## src/design/spq_pkg.sv

```systemverilog
package spq_pkg;

  localparam int DEF_DEPTH          = 16;
  localparam int DEF_VALUE_WIDTH    = 32;
  localparam int DEF_PRIORITY_WIDTH = 8;
  localparam int MAX_RESULTS        = 16;

  localparam logic [2:0] FUNC_INSERT    = 3'd0;
  localparam logic [2:0] FUNC_POP       = 3'd1;
  localparam logic [2:0] FUNC_CLEAR     = 3'd2;
  localparam logic [2:0] FUNC_DEL_PRI   = 3'd3;
  localparam logic [2:0] FUNC_DEL_MATCH = 3'd4;
  localparam logic [2:0] FUNC_READ_ALL  = 3'd5;
  localparam logic [2:0] FUNC_READ_PRI  = 3'd6;
  localparam logic [2:0] FUNC_UNUSED    = 3'd7;

  localparam logic [1:0] STATUS_OK       = 2'd0;
  localparam logic [1:0] STATUS_EMPTY    = 2'd1;
  localparam logic [1:0] STATUS_FULL     = 2'd2;
  localparam logic [1:0] STATUS_NO_MATCH = 2'd3;

  typedef struct packed {
    logic [2:0]         func;
    logic signed [31:0] item_value;
    logic [7:0]         item_priority;
  } in_item_t;

  typedef struct packed {
    logic [1:0]         status;
    logic signed [31:0] out_value;
    logic [7:0]         out_priority;
    logic [4:0]         removed_count;
    logic               last;
  } out_item_t;

  typedef struct packed {
    logic load;
    logic step;
    logic finish;
  } spq_cmd_t;

  typedef struct packed {
    logic walk_done;
    logic out_free;
  } spq_sts_t;

endpackage

```

## src/design/spq_ctrl.sv

```systemverilog
module spq_ctrl (
  input  logic              clk,
  input  logic              rst_n,
  input  logic              in_valid,
  output logic              in_stall,
  input  spq_pkg::spq_sts_t sts,
  output spq_pkg::spq_cmd_t cmd
);

  localparam logic [1:0] S_IDLE   = 2'd0;
  localparam logic [1:0] S_WALK   = 2'd1;
  localparam logic [1:0] S_FINISH = 2'd2;

  logic [1:0] state_r;
  logic [1:0] state_nxt;

  assign in_stall = (state_r != S_IDLE);

  always_comb begin
    state_nxt  = state_r;
    cmd.load   = 1'b0;
    cmd.step   = 1'b0;
    cmd.finish = 1'b0;
    unique case (state_r)
      S_IDLE: begin
        if (in_valid) begin
          cmd.load  = 1'b1;
          state_nxt = S_WALK;
        end
      end
      S_WALK: begin
        if (sts.walk_done) begin
          state_nxt = S_FINISH;
        end else begin
          cmd.step = 1'b1;
        end
      end
      S_FINISH: begin
        // hold until the output register can take the closing item
        if (sts.out_free) begin
          cmd.finish = 1'b1;
          state_nxt  = S_IDLE;
        end
      end
      default: begin
        state_nxt = S_IDLE;
      end
    endcase
  end

  always_ff @(posedge clk) begin
    if (!rst_n) begin
      state_r <= S_IDLE;
    end else begin
      state_r <= state_nxt;
    end
  end

endmodule

```

## src/design/spq_datapath.sv

```systemverilog
module spq_datapath #(
  parameter int DEPTH          = spq_pkg::DEF_DEPTH,
  parameter int VALUE_WIDTH    = spq_pkg::DEF_VALUE_WIDTH,
  parameter int PRIORITY_WIDTH = spq_pkg::DEF_PRIORITY_WIDTH
) (
  input  logic               clk,
  input  logic               rst_n,
  input  spq_pkg::in_item_t  in_data,
  input  spq_pkg::spq_cmd_t  cmd,
  output spq_pkg::spq_sts_t  sts,
  input  logic               out_stall,
  output logic               out_valid,
  output spq_pkg::out_item_t out_data
);

  localparam int IDX_W = (DEPTH > 1) ? $clog2(DEPTH) : 1;
  localparam int CNT_W = $clog2(DEPTH + 1);
  localparam int RES_W = $clog2(spq_pkg::MAX_RESULTS + 1);

  logic [VALUE_WIDTH-1:0]    mem_value [DEPTH];
  logic [PRIORITY_WIDTH-1:0] mem_pri   [DEPTH];

  logic [CNT_W-1:0]          occ_r, occ_nxt;
  logic [2:0]                op_r, op_nxt;
  logic [VALUE_WIDTH-1:0]    val_r, val_nxt;
  logic [PRIORITY_WIDTH-1:0] pri_r, pri_nxt;
  logic                      quick_r, quick_nxt;
  logic [1:0]                quick_status_r, quick_status_nxt;
  logic [CNT_W-1:0]          rd_idx_r, rd_idx_nxt;
  logic                      st_valid_r, st_valid_nxt;
  logic [CNT_W-1:0]          st_idx_r, st_idx_nxt;
  logic [VALUE_WIDTH-1:0]    rd_value_r;
  logic [PRIORITY_WIDTH-1:0] rd_pri_r;
  logic [CNT_W-1:0]          wr_idx_r, wr_idx_nxt;
  logic                      flag_r, flag_nxt;
  logic [VALUE_WIDTH-1:0]    carry_value_r, carry_value_nxt;
  logic [PRIORITY_WIDTH-1:0] carry_pri_r, carry_pri_nxt;
  logic                      pend_valid_r, pend_valid_nxt;
  logic [VALUE_WIDTH-1:0]    pend_value_r, pend_value_nxt;
  logic [PRIORITY_WIDTH-1:0] pend_pri_r, pend_pri_nxt;
  logic [RES_W-1:0]          cnt_r, cnt_nxt;
  logic                      out_valid_r, out_valid_nxt;
  spq_pkg::out_item_t        out_r, out_nxt;

  logic                      is_read, limit, pri_eq, val_eq, match_rd, proc;
  logic                      out_free, blocked, adv, issue, skip;
  logic                      wr_en;
  logic [CNT_W-1:0]          wr_addr;
  logic [VALUE_WIDTH-1:0]    wr_value;
  logic [PRIORITY_WIDTH-1:0] wr_pri;

  assign is_read  = (op_r == spq_pkg::FUNC_READ_ALL) || (op_r == spq_pkg::FUNC_READ_PRI);
  assign limit    = is_read && (cnt_r == RES_W'(spq_pkg::MAX_RESULTS));
  assign pri_eq   = (rd_pri_r == pri_r);
  assign val_eq   = (rd_value_r == val_r);
  assign match_rd = (op_r == spq_pkg::FUNC_READ_ALL) || pri_eq;
  assign proc     = st_valid_r && !limit;
  assign out_free = !out_valid_r || !out_stall;
  assign blocked  = proc && is_read && match_rd && pend_valid_r && !out_free;
  assign adv      = cmd.step && !blocked;
  assign issue    = adv && (rd_idx_r < occ_r) && !limit;
  assign skip     = !flag_r && ((op_r == spq_pkg::FUNC_POP) || (val_eq && pri_eq));

  assign sts.walk_done = quick_r || limit || (!st_valid_r && (rd_idx_r == occ_r));
  assign sts.out_free  = out_free;
  assign out_valid     = out_valid_r;
  assign out_data      = out_r;

  always_comb begin
    occ_nxt          = occ_r;
    op_nxt           = op_r;
    val_nxt          = val_r;
    pri_nxt          = pri_r;
    quick_nxt        = quick_r;
    quick_status_nxt = quick_status_r;
    rd_idx_nxt       = rd_idx_r;
    st_valid_nxt     = st_valid_r;
    st_idx_nxt       = st_idx_r;
    wr_idx_nxt       = wr_idx_r;
    flag_nxt         = flag_r;
    carry_value_nxt  = carry_value_r;
    carry_pri_nxt    = carry_pri_r;
    pend_valid_nxt   = pend_valid_r;
    pend_value_nxt   = pend_value_r;
    pend_pri_nxt     = pend_pri_r;
    cnt_nxt          = cnt_r;
    out_nxt          = out_r;
    out_valid_nxt    = out_valid_r && out_stall;
    wr_en            = 1'b0;
    wr_addr          = st_idx_r;
    wr_value         = rd_value_r;
    wr_pri           = rd_pri_r;

    if (cmd.load) begin
      op_nxt         = in_data.func;
      val_nxt        = VALUE_WIDTH'($unsigned(in_data.item_value));
      pri_nxt        = PRIORITY_WIDTH'($unsigned(in_data.item_priority));
      rd_idx_nxt     = '0;
      st_valid_nxt   = 1'b0;
      wr_idx_nxt     = '0;
      flag_nxt       = 1'b0;
      pend_valid_nxt = 1'b0;
      cnt_nxt        = '0;
      quick_nxt        = 1'b0;
      quick_status_nxt = spq_pkg::STATUS_OK;
      case (in_data.func)
        spq_pkg::FUNC_INSERT: begin
          if (occ_r >= CNT_W'(DEPTH)) begin
            quick_nxt        = 1'b1;
            quick_status_nxt = spq_pkg::STATUS_FULL;
          end
        end
        spq_pkg::FUNC_UNUSED: begin
          quick_nxt = 1'b1;
        end
        default: begin
          if (occ_r == '0) begin
            quick_nxt        = 1'b1;
            quick_status_nxt = spq_pkg::STATUS_EMPTY;
          end else if (in_data.func == spq_pkg::FUNC_CLEAR) begin
            quick_nxt = 1'b1;
          end
        end
      endcase
    end

    if (adv) begin
      st_valid_nxt = issue;
      if (issue) begin
        rd_idx_nxt = rd_idx_r + 1'b1;
        st_idx_nxt = rd_idx_r;
      end
      if (proc) begin
        case (op_r)
          spq_pkg::FUNC_INSERT: begin
            // place the new entry ahead of the first higher number, then ripple
            if (!flag_r && (rd_pri_r > pri_r)) begin
              wr_en           = 1'b1;
              wr_value        = val_r;
              wr_pri          = pri_r;
              carry_value_nxt = rd_value_r;
              carry_pri_nxt   = rd_pri_r;
              flag_nxt        = 1'b1;
            end else if (flag_r) begin
              wr_en           = 1'b1;
              wr_value        = carry_value_r;
              wr_pri          = carry_pri_r;
              carry_value_nxt = rd_value_r;
              carry_pri_nxt   = rd_pri_r;
            end
          end
          spq_pkg::FUNC_POP, spq_pkg::FUNC_DEL_MATCH: begin
            if (skip) begin
              flag_nxt       = 1'b1;
              pend_value_nxt = rd_value_r;
              pend_pri_nxt   = rd_pri_r;
            end else begin
              wr_en      = 1'b1;
              wr_addr    = wr_idx_r;
              wr_idx_nxt = wr_idx_r + 1'b1;
            end
          end
          spq_pkg::FUNC_DEL_PRI: begin
            if (!pri_eq) begin
              wr_en      = 1'b1;
              wr_addr    = wr_idx_r;
              wr_idx_nxt = wr_idx_r + 1'b1;
            end
          end
          spq_pkg::FUNC_READ_ALL, spq_pkg::FUNC_READ_PRI: begin
            // hold one match back so the final one can carry last
            if (match_rd) begin
              if (pend_valid_r) begin
                out_valid_nxt         = 1'b1;
                out_nxt.status        = spq_pkg::STATUS_OK;
                out_nxt.out_value     = 32'(pend_value_r);
                out_nxt.out_priority  = 8'(pend_pri_r);
                out_nxt.removed_count = '0;
                out_nxt.last          = 1'b0;
              end
              pend_valid_nxt = 1'b1;
              pend_value_nxt = rd_value_r;
              pend_pri_nxt   = rd_pri_r;
              cnt_nxt        = cnt_r + 1'b1;
            end
          end
          default: begin
          end
        endcase
      end
    end

    if (cmd.finish) begin
      out_valid_nxt         = 1'b1;
      out_nxt.status        = spq_pkg::STATUS_OK;
      out_nxt.out_value     = '0;
      out_nxt.out_priority  = '0;
      out_nxt.removed_count = '0;
      out_nxt.last          = 1'b1;
      if (quick_r) begin
        out_nxt.status = quick_status_r;
        if ((op_r == spq_pkg::FUNC_CLEAR) && (quick_status_r == spq_pkg::STATUS_OK)) begin
          out_nxt.removed_count = 5'(occ_r);
          occ_nxt               = '0;
        end
      end else begin
        case (op_r)
          spq_pkg::FUNC_INSERT: begin
            wr_en    = 1'b1;
            wr_addr  = occ_r;
            wr_value = flag_r ? carry_value_r : val_r;
            wr_pri   = flag_r ? carry_pri_r : pri_r;
            occ_nxt  = occ_r + 1'b1;
          end
          spq_pkg::FUNC_POP: begin
            out_nxt.out_value     = 32'(pend_value_r);
            out_nxt.out_priority  = 8'(pend_pri_r);
            out_nxt.removed_count = 5'd1;
            occ_nxt               = occ_r - 1'b1;
          end
          spq_pkg::FUNC_DEL_PRI: begin
            out_nxt.removed_count = 5'(occ_r - wr_idx_r);
            if (wr_idx_r == occ_r) begin
              out_nxt.status = spq_pkg::STATUS_NO_MATCH;
            end
            occ_nxt = wr_idx_r;
          end
          spq_pkg::FUNC_DEL_MATCH: begin
            if (flag_r) begin
              out_nxt.removed_count = 5'd1;
              occ_nxt               = occ_r - 1'b1;
            end else begin
              out_nxt.status = spq_pkg::STATUS_NO_MATCH;
            end
          end
          spq_pkg::FUNC_READ_ALL, spq_pkg::FUNC_READ_PRI: begin
            if (pend_valid_r) begin
              out_nxt.out_value    = 32'(pend_value_r);
              out_nxt.out_priority = 8'(pend_pri_r);
            end else begin
              out_nxt.status = spq_pkg::STATUS_NO_MATCH;
            end
          end
          default: begin
          end
        endcase
      end
    end
  end

  always_ff @(posedge clk) begin
    if (wr_en) begin
      mem_value[wr_addr[IDX_W-1:0]] <= wr_value;
      mem_pri[wr_addr[IDX_W-1:0]]   <= wr_pri;
    end
    if (issue) begin
      rd_value_r <= mem_value[rd_idx_r[IDX_W-1:0]];
      rd_pri_r   <= mem_pri[rd_idx_r[IDX_W-1:0]];
    end
  end

  always_ff @(posedge clk) begin
    if (!rst_n) begin
      occ_r       <= '0;
      out_valid_r <= 1'b0;
      quick_r     <= 1'b0;
      st_valid_r  <= 1'b0;
    end else begin
      occ_r       <= occ_nxt;
      out_valid_r <= out_valid_nxt;
      quick_r     <= quick_nxt;
      st_valid_r  <= st_valid_nxt;
    end
  end

  always_ff @(posedge clk) begin
    op_r           <= op_nxt;
    val_r          <= val_nxt;
    pri_r          <= pri_nxt;
    quick_status_r <= quick_status_nxt;
    rd_idx_r       <= rd_idx_nxt;
    st_idx_r       <= st_idx_nxt;
    wr_idx_r       <= wr_idx_nxt;
    flag_r         <= flag_nxt;
    carry_value_r  <= carry_value_nxt;
    carry_pri_r    <= carry_pri_nxt;
    pend_valid_r   <= pend_valid_nxt;
    pend_value_r   <= pend_value_nxt;
    pend_pri_r     <= pend_pri_nxt;
    cnt_r          <= cnt_nxt;
    out_r          <= out_nxt;
  end

endmodule

```

## src/design/sorted_priority_queue_unit.sv

```systemverilog
// The walk reads the sorted slots one at a time through the single read port of the slot
// memory, finishes the last slot, sees the walk end and then registers the closing result item.
// A new operation is accepted only once the previous one has closed; clear, unused codes,
// rejected operations and an insert into an empty queue walk no slots. A stalled result
// holds the walk. Reset (synchronous, rst_n low) empties the queue and drops any result.
module sorted_priority_queue_unit #(
  parameter int DEPTH          = spq_pkg::DEF_DEPTH,
  parameter int VALUE_WIDTH    = spq_pkg::DEF_VALUE_WIDTH,
  parameter int PRIORITY_WIDTH = spq_pkg::DEF_PRIORITY_WIDTH
) (
  input  logic               clk,
  input  logic               rst_n,
  input  logic               in_valid,
  output logic               in_stall,
  input  spq_pkg::in_item_t  in_data,
  output logic               out_valid,
  input  logic               out_stall,
  output spq_pkg::out_item_t out_data
);

  spq_pkg::spq_cmd_t cmd;
  spq_pkg::spq_sts_t sts;

  spq_ctrl u_ctrl (
    .clk      (clk),
    .rst_n    (rst_n),
    .in_valid (in_valid),
    .in_stall (in_stall),
    .sts      (sts),
    .cmd      (cmd)
  );

  spq_datapath #(
    .DEPTH          (DEPTH),
    .VALUE_WIDTH    (VALUE_WIDTH),
    .PRIORITY_WIDTH (PRIORITY_WIDTH)
  ) u_datapath (
    .clk       (clk),
    .rst_n     (rst_n),
    .in_data   (in_data),
    .cmd       (cmd),
    .sts       (sts),
    .out_stall (out_stall),
    .out_valid (out_valid),
    .out_data  (out_data)
  );

endmodule
```

## config.mk

```make
export PLATFORM = sky130hd
export DESIGN_NAME = sorted_priority_queue_unit
export DESIGN_NICKNAME = d
export VERILOG_FILES = /design/src/design/spq_pkg.sv /design/src/design/spq_ctrl.sv /design/src/design/spq_datapath.sv /design/src/design/sorted_priority_queue_unit.sv
export SDC_FILE = /design/constraint.sdc
export NUM_CORES = 1
export LEC_CHECK = 0
export BUFFER_PORTS_ARGS = -buffer_cell sky130_fd_sc_hd__buf_2
export CAP_MARGIN = 5
export CORE_ASPECT_RATIO = 0.9
export CORE_MARGIN = 4
export CORE_UTILIZATION = 50
export DETAILED_ROUTE_END_ITERATION = 10
export PLACE_DENSITY = 0.74
export SYNTH_ARGS = -nofsm -noshare
export SYNTH_HDL_FRONTEND = slang
export SYNTH_SLANG_ARGS = --single-unit
```

## constraint.sdc

```tcl
create_clock -name clk -period 8.95 [get_ports clk]
set_input_delay 1.79 -clock clk [delete_from_list [all_inputs] [get_ports clk]]
set_output_delay 1.79 -clock clk [all_outputs]
set_load 0.02 [all_outputs]
```

==> flow_summary_export.csv, run 1 <==
group,metric,value,unit
cells_and_area,fillers,5189,
timing,fin_crit,4.98,ns
synth,ys_seq_area_share,74.5,%
pwr,p_sw,1610,uW
timing,rsz0062_at_grt,"no",
clock_tree,postCtsHoldBufs,0,
route,drtAntennaViolNets,0,
worst_setup_path,critPathLaunchType,"input pin",
cells_and_area,final_layout_size_suffix_gt1_share,25.8,%
clock_tree,clock_latency,0.64,ns
placed_design,gp_congestion,0.843,
pwr,leakage,0.0125,uW
synth,synth_nets,1896,
synth,synth.most_common_cell,"edfxtp_1",
die,start_util,50.4,%
synth,synthCells,1823,
grt,gr-total-overflow,0,
route,wl_per_cell,28.2,microns
worst_setup_path,crit_type,"input pin to register",
pwr,p_comb_share,1.6,%
synth,syn_area_per_cell,19.3,sq um
min_path,worstHoldStart,"u_datapath.out_data[0]$_SDFFE_PP1P_",
die,core_area,70000,sq um
route,drc,0,
worst_setup_path,required,9.22,ns
die,die_y,260,microns
synth,synth-edff-count,856,
clock_tree,numCtsBuffers,85,
grt,grt_pass1_vias,18693,
clock_tree,cts_setup_buffers,0,
synth,ys_warn_count,0,
pwr,finalPower,8050,uW
synth,synthFlopType,"edfxtp_1",
grt,grt_pass1_wl,123000,microns
synth,synth_top_area_cell,"edfxtp_1",
synth,synth.distinct_cells,71,
pwr,clockPowerShare,41.9,%
timing,worstMarginPinSlew,1.26,ns
route,vias_per_cell,6.26,
cells_and_area,area.growth.synth_to_final,12.4,%
synth,yosys_register_bits,884,
route,drt_first_pass_iters,6,
synth,synthTopCellsByCount,"edfxtp_1, mux4_2, nand2_1",
timing,slew_headroom,15.8,%
synth,synthArstFlopShare,0,%
clock_tree,ctsRootBufferMaster,"clkbuf_16",
grt,grtUsageTotal,22.4,%
placed_design,io_buffers,96,
timing,period_share,55.6,%
worst_setup_path,arrival,5.25,ns
job,drv_cap,0,
worst_setup_path,startpoint,"out_stall",
run_status,status,"complete, no violations",
pwr,p_sw_share,20.0,%
min_path,hold_path.class,"register to register",
clock_tree,path_clk_slew,0.07,ns
placed_design,dp_hpwl,45700,microns
timing,setup_viol,0,
timing,fmax,201,MHz
pwr,p_int,6440,uW
pwr,worst_ir_drop_vdd,0.151,mV
synth,synth.area.top_cells,"edfxtp_1, mux4_2, dfxtp_1",
synth,synth_top_area_share,72.9,%
route,dr.first_iter.drc_count,2578,
die,die_x,288,microns
worst_setup_path,path_max_fanout,45,
route,wl,83400,microns
timing,setup_tns,0,ns
timing,skew,0.0372,ns
die,dieArea,74800,sq um
timing,drv_slew,0,
clock_tree,post_cts_resized,0,
grt,grt_antenna_before_repair,0,
timing,hold_viol_final,0,
grt,grt_max_degree,69,
clock_tree,clk_path_buf_depth,3,
clock_tree,cts_tree,"done",
pwr,power.density,203,nW/um^2
die,pin_count,97,
pwr,p_seq_share,56.4,%
worst_setup_path,r2r_start,"u_datapath.rd_value_r[14]$_DFFE_PP_",
synth,synth_area,35200,sq um
cells_and_area,nets,2028,
clock_tree,h-tree-depth,3,
cells_and_area,diodes,0,
clock_tree,clkSinkCount,884,
die,num_rows,92,
route,route.vias.total,18534,
worst_setup_path,end_kind,"register",
-- cells by family (layout without fill, tap and decap cells) --
| kind of cell | count (synthesis) | in the layout | share of synthesized area, % |
|---|---|---|---|
| adders and majority gates | 26 | 26 | 0.966 |
| muxes | 218 | 218 | 13.3 |
| and+or+nand+nor | 334 | 334 | 5.05 |
| buffers and inverters | 130 | 327 | 1.43 |
| DFF | 884 | 884 | 74.5 |
| xor gates and xnor gates | 43 | 43 | 1.07 |
| AOI/OAI and AO/OA | 188 | 188 | 3.66 |
-- metrics by stage --
stage	utilization (%)	hold slack (ns)	area [sq um]	instances	setup slack (ns)
floorplan	-	0.431	35200	1823	1.24
global placement	52.8	0.457	37000	2806	3.44
detailed placement	52.8	0.465	37000	2806	3.39
CTS	56.6	0.476	39600	2958	4.06
global route	56.6	0.504	39600	2960	3.82
finish	56.6	0.470	39600	2960	3.97
-- power groups by stage --
stage / logic [uW] / registers, uW / clock network [uW]
4_1_cts: 132 / 4540 / 3430
6_report: 133 / 4540 / 3370
5_1_grt: 143 / 4540 / 3620
3_5_place_dp: 131 / 4630 / 0
3_3_place_gp: 127 / 4630 / 0
2_1_floorplan: 75.2 / 4620 / 0
-- cells in the final DEF, fill, tap and decap left out, types with 20 or more instances in the layout --
master / instances
mux4_2: 200
clkbuf_16: 88
nor2_1: 50
inv_1: 35
nand3_1: 34
a21oi_1: 68
nor2b_1: 45
edfxtp_1: 856
nor3_1: 26
nand2_1: 102
o221a_2: 22
xor2_1: 38
o22ai_1: 26
buf_2: 96
ha_1: 24
dfxtp_1: 23
buf_4: 41
clkbuf_1: 20
-- per-layer routing --
layer / GRT usage [%] / up-vias / wire [microns]
met3: 3.79 / 149 / 8140
met1: 32.8 / 9615 / 33600
met4: 6.71 / 0 / 2270
met2: 35.0 / 1066 / 39300
met5: 0 / - / 0
li1: - / 7704 / -
-- area by class of cell --
| type | instances | area (sq um) | area share, % |
|---|---|---|---|
| Clock buffer | 110 | 2300 | 5.82 |
| Clock inverter | 42 | 312 | 0.786 |
| Inverter | 38 | 143 | 0.360 |
| Multi-Input combinational cell | 809 | 8610 | 21.7 |
| Sequential cell | 884 | 26300 | 66.3 |
| Tap cell | 940 | 1180 | 2.97 |
| Timing Repair Buffer | 137 | 788 | 1.99 |
-- worst max-delay path, stage by stage --
cell	delay [ns]
buf_2	0.13
nand2_1	0.12
nand2_1	0.24
nor3b_4	0.24
buf_4	0.63
a22oi_1	0.21
o221ai_2	0.39
and4b_2	0.89
buf_4	0.55
-- state kept, by name, indices dropped and copies added (netlist names), 8 cells and up --
signal	flops
u_datapath.out_data	48
u_datapath.rd_pri_r	8
u_datapath.carry_value_r	32
u_datapath.mem_pri	128
u_datapath.carry_pri_r	8
u_datapath.mem_value	512
u_datapath.val_r	32
u_datapath.pend_value_r	32
u_datapath.pend_pri_r	8
u_datapath.rd_value_r	32
u_datapath.pri_r	8
-- final timing paths --
| kind | endpoint | slack, ns | cells past startpoint |
|---|---|---|---|
| worst min-delay path | u_datapath.out_data[0]$_SDFFE_PP1P_ | 0.47 | 2 |
| worst max register to register | u_datapath.mem_value[5][6]$_DFFE_PP_ | 4.02 | 8 |
| worst max-delay path | u_datapath.mem_value[5][6]$_DFFE_PP_ | 3.97 | 9 |
| worst min register to register | u_datapath.out_data[0]$_SDFFE_PP1P_ | 0.47 | 2 |
Power figures use the tool's default switching activity.
==> run 2, diff against run 1 <==
clock period = 5.03 ns   (was 8.95 ns; I/O delays follow)
==> run 2 against run 1 <==
Clock skew is 0.015 ns higher. Largest cell class unchanged. Die area unchanged. Register-to-register slack lost 3.3 ns. Sequential share of layout area decreased by 1.0 points. Sequential cell count unchanged. Worst hold slack worse by 0.019 ns. Worst setup slack worse by 3.3 ns. Critical path type is now register to register. Clock-buffer cell count down 8. Clock power is 88% higher. Utilization rose by 0.89 points. Cell count is 1.2% higher.
==> flow_summary_export.csv, run 2 (synthesized netlist as in run 1, its figures left out) <==
group,metric,value,unit
route,route.vias.total,18851,
clock_tree,numCtsBuffers,86,
route,met3_wirelength,9870,microns
pwr,leakage,0.0128,uW
placed_design,dp_hpwl,48200,microns
clock_tree,post_cts_resized,0,
die,num_rows,92,
worst_setup_path,r2r_start,"u_datapath.rd_value_r[9]$_DFFE_PP_",
run_status,status,"complete, no violations",
cells_and_area,layout_commonest_cell,"edfxtp_1",
cells_and_area,largest_reg_flops,512,
grt,grt_antenna_before_repair,3,
route,wl_per_cell,28.5,microns
timing,period_share,85.8,%
cells_and_area,final_layout_size_suffix_gt1_share,27.2,%
cells_and_area,finalNonFillerCells,2996,
clock_tree,clock_latency,0.65,ns
min_path,hold_path.class,"register to register",
worst_setup_path,arrival,4.60,ns
job,drv_cap,0,
placed_design,gp_congestion,0.860,
placed_design,io_buffers,96,
clock_tree,path_clk_slew,0.06,ns
timing,fin_crit,4.31,ns
grt,grt_pass1_wl,125000,microns
route,drtAntennaViolNets,0,
timing,fmax,232,MHz
route,drc,0,
cells_and_area,design_area,40200,sq um
clock_tree,cts_setup_buffers,0,
timing,rsz0062_at_grt,"no",
placed_design,postPlaceCellArea,37400,sq um
cells_and_area,area.growth.synth_to_final,14.2,%
grt,gr-total-overflow,0,
die,die_y,260,microns
cells_and_area,fin_util,57.5,%
route,drt_first_pass_iters,7,
worst_setup_path,required,5.32,ns
worst_setup_path,r2r_cells,8,
worst_setup_path,end_kind,"register",
timing,worstMarginPinSlew,1.27,ns
timing,setup_viol,0,
pwr,worst_ir_drop_vdd,0.296,mV
worst_setup_path,endpoint,"u_datapath.mem_value[7][8]$_DFFE_PP_",
timing,setup_tns,0,ns
grt,grt_max_degree,165,
grt,grt_pass1_vias,18696,
die,start_util,50.4,%
die,core_area,70000,sq um
timing,drv_slew,0,
worst_setup_path,crit_type,"register to register",
cells_and_area,nets,2055,
cells_and_area,mostFrequentLayoutCells,"edfxtp_1, mux4_2, nand2_1",
route,vias_per_cell,6.29,
route,top_layer,"met4",
timing,hold_viol_final,0,
worst_setup_path,rrSetupSlack,0.72,ns
route,wl_met1,33400,microns
worst_setup_path,r2r_end,"u_datapath.mem_value[7][8]$_DFFE_PP_",
route,wl_met2,39600,microns
min_path,hold-path-cell-count,2,
die,die_x,288,microns
worst_setup_path,critPathLaunchType,"register",
clock_tree,clk_path_buf_depth,3,
clock_tree,cts_tree,"done",
timing,skew,0.0517,ns
route,wl,85500,microns
placed_design,dp_cells,2834,
clock_tree,h-tree-depth,3,
clock_tree,ctsRootBufferMaster,"clkbuf_16",
route,dr.first_iter.drc_count,2461,
die,pin_count,97,
clock_tree,postCtsHoldBufs,0,
worst_setup_path,startpoint,"u_datapath.rd_value_r[9]$_DFFE_PP_",
die,dieArea,74800,sq um
clock_tree,clkSinkCount,884,
worst_setup_path,path_max_fanout,25,
timing,slew_headroom,15.2,%
grt,grtUsageTotal,22.9,%
pwr,power.density,364,nW/um^2
-- run 2: changes by cell type in the layout (fill, tap and decap cells not counted), sizes merged --
cell / change
clkinv: +8
diode: +4
clkinvlp: +2
clkbuf: -8
buf: +26
bufinv: +4
-- run 2: area by class of cell --
type	count	area (sq um)
Clock buffer	102	2280
Antenna cell	4	10.0
Fill cell	5083	29700
Sequential cell	884	26300
Clock inverter	56	520
Inverter	38	143
Timing Repair Buffer	163	1200
Tap cell	940	1180
Multi-Input combinational cell	809	8630
-- run 2: per-layer routing --
layer	vias up	global-route usage [%]
li1	7775	-
met1	9697	33.2
met2	1227	34.6
met3	152	5.61
met4	0	7.78
met5	-	0
-- run 2: metrics by stage --
| step | worst slack [ns] | total power, uW | hold slack [ns] |
|---|---|---|---|
| 2_1_floorplan | -1.76 | 8350 | 0.431 |
| 3_3_place_gp | 0.897 | 8470 | 0.449 |
| 3_5_place_dp | 0.915 | 8480 | 0.446 |
| 4_1_cts | 0.909 | 14700 | 0.454 |
| 5_1_grt | 0.621 | 15100 | 0.474 |
| 6_report | 0.717 | 14700 | 0.451 |
-- run 2: worst min path at each step --
stage,from,end,slack (ns)
6_report,u_datapath.out_data[0]$_SDFFE_PP1P_,u_datapath.out_data[0]$_SDFFE_PP1P_,0.45
3_3_place_gp,u_datapath.out_data[0]$_SDFFE_PP1P_,u_datapath.out_data[0]$_SDFFE_PP1P_,0.45
2_1_floorplan,u_datapath.rd_idx_r[0]$_DFF_P_,u_datapath.st_idx_r[0]$_DFFE_PP_,0.43
5_1_grt,u_datapath.out_data[0]$_SDFFE_PP1P_,u_datapath.out_data[0]$_SDFFE_PP1P_,0.47
4_1_cts,u_datapath.out_data[0]$_SDFFE_PP1P_,u_datapath.out_data[0]$_SDFFE_PP1P_,0.45
3_5_place_dp,u_datapath.out_data[0]$_SDFFE_PP1P_,u_datapath.out_data[0]$_SDFFE_PP1P_,0.45
-- run 2: worst max-delay path, cell delays in order (launching register included) --
cell and delay, ns:
edfxtp_1 0.48, xor2_1 0.22, nor4_2 0.72, nand4_1 0.23
nor4_1 0.60, o22ai_1 0.25, a31oi_2 0.68, and4b_2 0.35
buf_4 0.40
-- run 2: where the power goes --
group | switching, uW | total (uW) | internal, uW
Clock | 2750 | 6330 | 3580
Sequential | 38.3 | 8070 | 8030
Combinational | 175 | 253 | 77.8
